===== src/rtl/core/lphd_pkg.sv =====
package lphd_pkg;

	localparam int TABLE_DEPTH_DEF = 1024;
	localparam int LIST_DEPTH_DEF  = 1024;
	localparam int HANDLE_BITS_DEF = 16;
	localparam int HASH_BITS       = 32;
	localparam logic [10:0] TABLE_SIZE_RST = 11'd1024;

	typedef enum logic [1:0] {
		ST_OK        = 2'd0,
		ST_NOT_FOUND = 2'd1,
		ST_FULL      = 2'd2,
		ST_BAD_HANDLE = 2'd3
	} status_t;

	localparam logic ACT_INSERT = 1'b0;
	localparam logic ACT_REMOVE = 1'b1;

	typedef struct packed {
		logic        action;
		logic [15:0] handle;
		logic [15:0] key_short;
		logic [31:0] key_word_a;
		logic [31:0] key_word_b;
		logic [31:0] key_word_c;
	} cmd_t;

	typedef struct packed {
		logic [1:0]  status;
		logic [9:0]  bucket;
		logic [10:0] live_count;
	} res_t;

	function automatic logic [31:0] key_hash(input logic [15:0] ks, input logic [31:0] a,
		input logic [31:0] b, input logic [31:0] c);
		logic [31:0] t;
		t = {16'd0, ks} ^ (b << 8);
		t = t << 3;
		t = t ^ c;
		t = t << 5;
		return t ^ (b >> 16) ^ a;
	endfunction

endpackage


===== src/rtl/core/lphd_mod.sv =====
// Restoring remainder, one dividend bit per cycle.
module lphd_mod #(
	parameter int TABLE_DEPTH = lphd_pkg::TABLE_DEPTH_DEF
) (
	input  logic                            clk,
	input  logic                            arst_n,
	input  logic                            go,
	input  logic [31:0]                     dividend,
	input  logic [$clog2(TABLE_DEPTH):0]    divisor,
	output logic                            done,
	output logic [$clog2(TABLE_DEPTH)-1:0]  rem
);
	localparam int TW = $clog2(TABLE_DEPTH);
	localparam int SW = TW + 1;

	logic [31:0]   q_q;
	logic [TW-1:0] r_q;
	logic [5:0]    cnt_q;
	logic          done_q;
	logic [SW-1:0] rs;

	assign rs = {r_q, q_q[31]};

	always_ff @(posedge clk or negedge arst_n) begin
		if (!arst_n) begin
			cnt_q  <= '0;
			done_q <= 1'b0;
			q_q    <= '0;
			r_q    <= '0;
		end else begin
			done_q <= 1'b0;
			if (go) begin
				q_q   <= dividend;
				r_q   <= '0;
				cnt_q <= 6'd32;
			end else if (cnt_q != 6'd0) begin
				q_q   <= q_q << 1;
				r_q   <= (rs >= divisor) ? TW'(rs - divisor) : TW'(rs);
				cnt_q <= cnt_q - 6'd1;
				if (cnt_q == 6'd1) done_q <= 1'b1;
			end
		end
	end

	assign done = done_q;
	assign rem  = r_q;
endmodule


===== config.mk =====
export PLATFORM = sky130hd
export DESIGN_NAME = lphd_mod
export DESIGN_NICKNAME = d
export VERILOG_FILES = /design/src/rtl/core/lphd_pkg.sv /design/src/rtl/core/lphd_mod.sv
export SDC_FILE = /design/constraint.sdc
export NUM_CORES = 1
export LEC_CHECK = 0
export BUFFER_PORTS_ARGS = -buffer_cell sky130_fd_sc_hd__clkbuf_2
export CORE_MARGIN = 4
export CORE_UTILIZATION = 48
export DETAILED_ROUTE_END_ITERATION = 10
export GPL_ROUTABILITY_DRIVEN = 0
export GPL_TIMING_DRIVEN = 0
export PLACE_DENSITY = 0.68
export SLEW_MARGIN = 15
export SYNTH_ARGS = -nofsm -noshare
export SYNTH_HDL_FRONTEND = slang
export SYNTH_SLANG_ARGS = --single-unit

===== constraint.sdc =====
create_clock -name clk -period 3.5 [get_ports clk]
set_clock_uncertainty 0.1 [all_clocks]
set_input_delay 0.175 -clock clk [delete_from_list [all_inputs] [get_ports clk]]
set_output_delay 0.175 -clock clk [all_outputs]
set_load 0.1 [all_outputs]

==> results.sh <==
export IMPL_power_density_nw_per_um2=643.8
export IMPL_grt_pass1_wl_um=11000
export IMPL_numCtsBuffers=5
export IMPL_hp_class="input pin to flop"
export IMPL_reg2reg_from="rem[5]"
export IMPL_finalSetupViolCount=0
export IMPL_synth_area_leader_cell="dfrtp_1"
export IMPL_syn_to_final_growth_pct=25.94
export IMPL_synthCells=300
export IMPL_cp_arrival_ns=2.58
export IMPL_final_antenna_net_count=0
export IMPL_syn_area_um2=2836
export IMPL_hold_end="q_q[11]"
export IMPL_period_minus_slack_ns=2.466
export IMPL_outcome="completed"
export IMPL_tightest_slew_ns=0.6430
export IMPL_die_height_um=84.87
export IMPL_timing_setup_tns_ns=0
export IMPL_synth_top_area_share_pct=43.23
export IMPL_hold_ws_ns=0.007792
export IMPL_root_buffer="clkbuf_8"
export IMPL_groute_usage_overall_pct=18.73
export IMPL_yosysUniqueCellTypes=47
export IMPL_avgViaCountPerCell=5.186
export IMPL_grt_pass1_vias=2491
export IMPL_max_clock_path_buffers=2
export IMPL_drive_gt1_share_pct=18.93
export IMPL_synth_seq_cells=49
export IMPL_cp_required_ns=3.61
export IMPL_post_route_drc_count=0
export IMPL_worstSkewPairLatency_ns=0.30
export IMPL_synthFlopType="dfrtp_1"
export IMPL_die_area_um2=7203
export IMPL_power_total_w=0.002300
export IMPL_crit_path_start_kind="flop"
export IMPL_hold_depth=3
export IMPL_timing_final_max_slew_violations=0
export IMPL_r2r_cells=8
export IMPL_hold_start="dividend[11]"
export IMPL_pin_count=57
export IMPL_vdd_drop_max_v=0.0004985
export IMPL_relSlewSlack_pct=57.13
export IMPL_syn_nets=361
export IMPL_nNetsFinal=451
export IMPL_total_leakage_power_nw=1.883
export IMPL_post_route_period_util_pct=70.46
export IMPL_final_setup_worst_slack_ns=1.034
export IMPL_rsz0062_at_grt="no"
export IMPL_yosysSeqAreaShare_pct=43.23
export IMPL_yosys_top_cells_area="dfrtp_1 43%, mux2i_1 11%, nand2_1 6.2%"
export IMPL_core_area_um2=5608
export IMPL_synthArstFlopShare_pct=100.0
export IMPL_finalHoldViolCount=0
export IMPL_drt_iter0_markers=113
export IMPL_dr_total_vias=2401
export IMPL_dp_hpwl_um=4506
export IMPL_post_drt_wl_per_cell_um=13.41
export IMPL_num_rows=27
export IMPL_rr_endpoint="rem[1]"
export IMPL_max_freq_mhz=405.5
export IMPL_place_ws_ns=1.085
export IMPL_r2r_setup_slack_ns=1.03
export IMPL_endpoint_kind="flop"
export IMPL_synth_edff_count=0
export IMPL_dieWidth_um=84.87
export IMPL_antenna_cells=0
export IMPL_syn_avg_cell_area_um2=9.455
export IMPL_antenna_found_initial=0
export IMPL_critPathKind="flop to flop"
export IMPL_max_cap_viol_count=0
export IMPL_clock_sinks=49
export IMPL_initial_core_util_pct=50.58
export IMPL_grt_max_degree=50
export IMPL_clk_pin_slew_ns=0.08
export IMPL_io_buffers=55
export IMPL_critical_path_peak_fanout=10
export IMPL_routed_wl_um=6207
export IMPL_final_core_util_pct=63.70
export IMPL_grt_ovfl_total=0
export IMPL_cts_tree="built"
export IMPL_ys_warnings_count=0
export IMPL_h_tree_depth=2
export IMPL_drt_first_pass_iters=4
[cells by family after synthesis]
logic type,share of synthesized area (%)
AND/OR/NAND/NOR,14.38
AO/OA/AOI/OAI,16.41
flip-flops,43.23
buffers and inverters,5.028
multiplexers,11.91
adder cells (fa/ha/maj),6.881
XOR/XNOR,2.161
[per-stage QoR]
stage,cells,area (µm²)
finish,463,3572
global route,463,3572
CTS,463,3572
detailed placement,427,3204
global placement,427,3202
floorplan,300,2836
[worst max path at each step]
stage            from      to  slack, ns  depth (start not counted)
6_report       rem[5]  rem[1]       1.03                          8
5_1_grt        rem[3]  rem[6]       0.86                          7
4_1_cts        rem[5]  rem[1]       1.05                          8
3_5_place_dp   rem[5]  rem[1]       1.09                          8
3_3_place_gp   rem[5]  rem[1]       1.07                          8
2_1_floorplan  rem[5]  rem[1]       0.69                          8
[cells in the mapped netlist, types with 2 or more instances]
cell      instances
a311oi_1          5
xor2_1            2
nand2_1          47
dfrtp_1          49
a211oi_1          6
nor2_1           20
clkbuf_1         13
nand2b_1          3
and4_1            2
o21ai_1          34
inv_1            18
ha_1             14
xnor2_1           5
o21a_1            2
o21ai_0           6
a21oi_1           9
nor2b_1           2
nor3_1            2
buf_2             3
a221oi_1          2
mux2i_1          30
[per-layer routing]
layer  GRT usage (%)  vias up  routed length (µm)
met5               0        -                   0
met4           6.619        0                 116
met3           3.981       11                 203
met2           30.46       42                2967
met1           24.78     1122                2920
li1                -     1226                   -
[cell type report]
type	count	area, µm²
clock buffers	6	72.57
inverters	18	67.56
clock inverters	2	15.01
plain buffers	17	75.07
flip-flops and latches	49	1226
multi-input cells	216	1468
repair buffers	83	558.0
fillers	493	2036
well taps	72	90.09
[sequential cells by signal, indices dropped and copies added (netlist names)]
name and count:
done 1, rem 10, q_q 32, cnt_q 6
[placed cells by master (no fill, tap or decap), types with 3 or more instances in the layout]
cell	Yosys	final
clkbuf_2	0	54
nand2_1	47	47
nor2_1	20	20
buf_2	3	3
a311oi_1	5	5
dfrtp_1	49	49
o21ai_1	34	34
a211oi_1	6	6
inv_1	18	18
nand2b_1	3	3
clkbuf_8	0	5
a21oi_1	9	9
o21ai_0	6	6
mux2i_1	30	30
dlygate4sd3_1	0	28
clkbuf_1	13	14
xnor2_1	5	5
ha_1	14	14
[power by group]
part | internal [W] | switching (W) | leakage (nW) | total, W
logic | 0.000409 | 0.000774 | 1.23 | 0.00118
clock network | 0.000141 | 0.000187 | 0.0374 | 0.000328
registers | 0.000689 | 0.0000997 | 0.615 | 0.000788
[worst max-delay path, stage by stage, from the launching register on]
cell and delay (ns):
dfrtp_1 0.43, ha_1 0.39, a21oi_1 0.25, nand2_1 0.08, o21ai_1 0.27, o21a_4 0.19
buf_6 0.14, mux2_4 0.31, a211oi_2 0.22
[what timing repair did]
| action | 4_1_cts | 5_1_grt |
|---|---|---|
| resized for setup | 0 | 0 |
| hold endpoints to repair | 76 | 0 |
| hold buffers | 28 | 0 |
| setup endpoints to repair | 0 | 0 |
| buffers inserted | 0 | 0 |
Note: power is estimated with default switching activity, not from simulation.
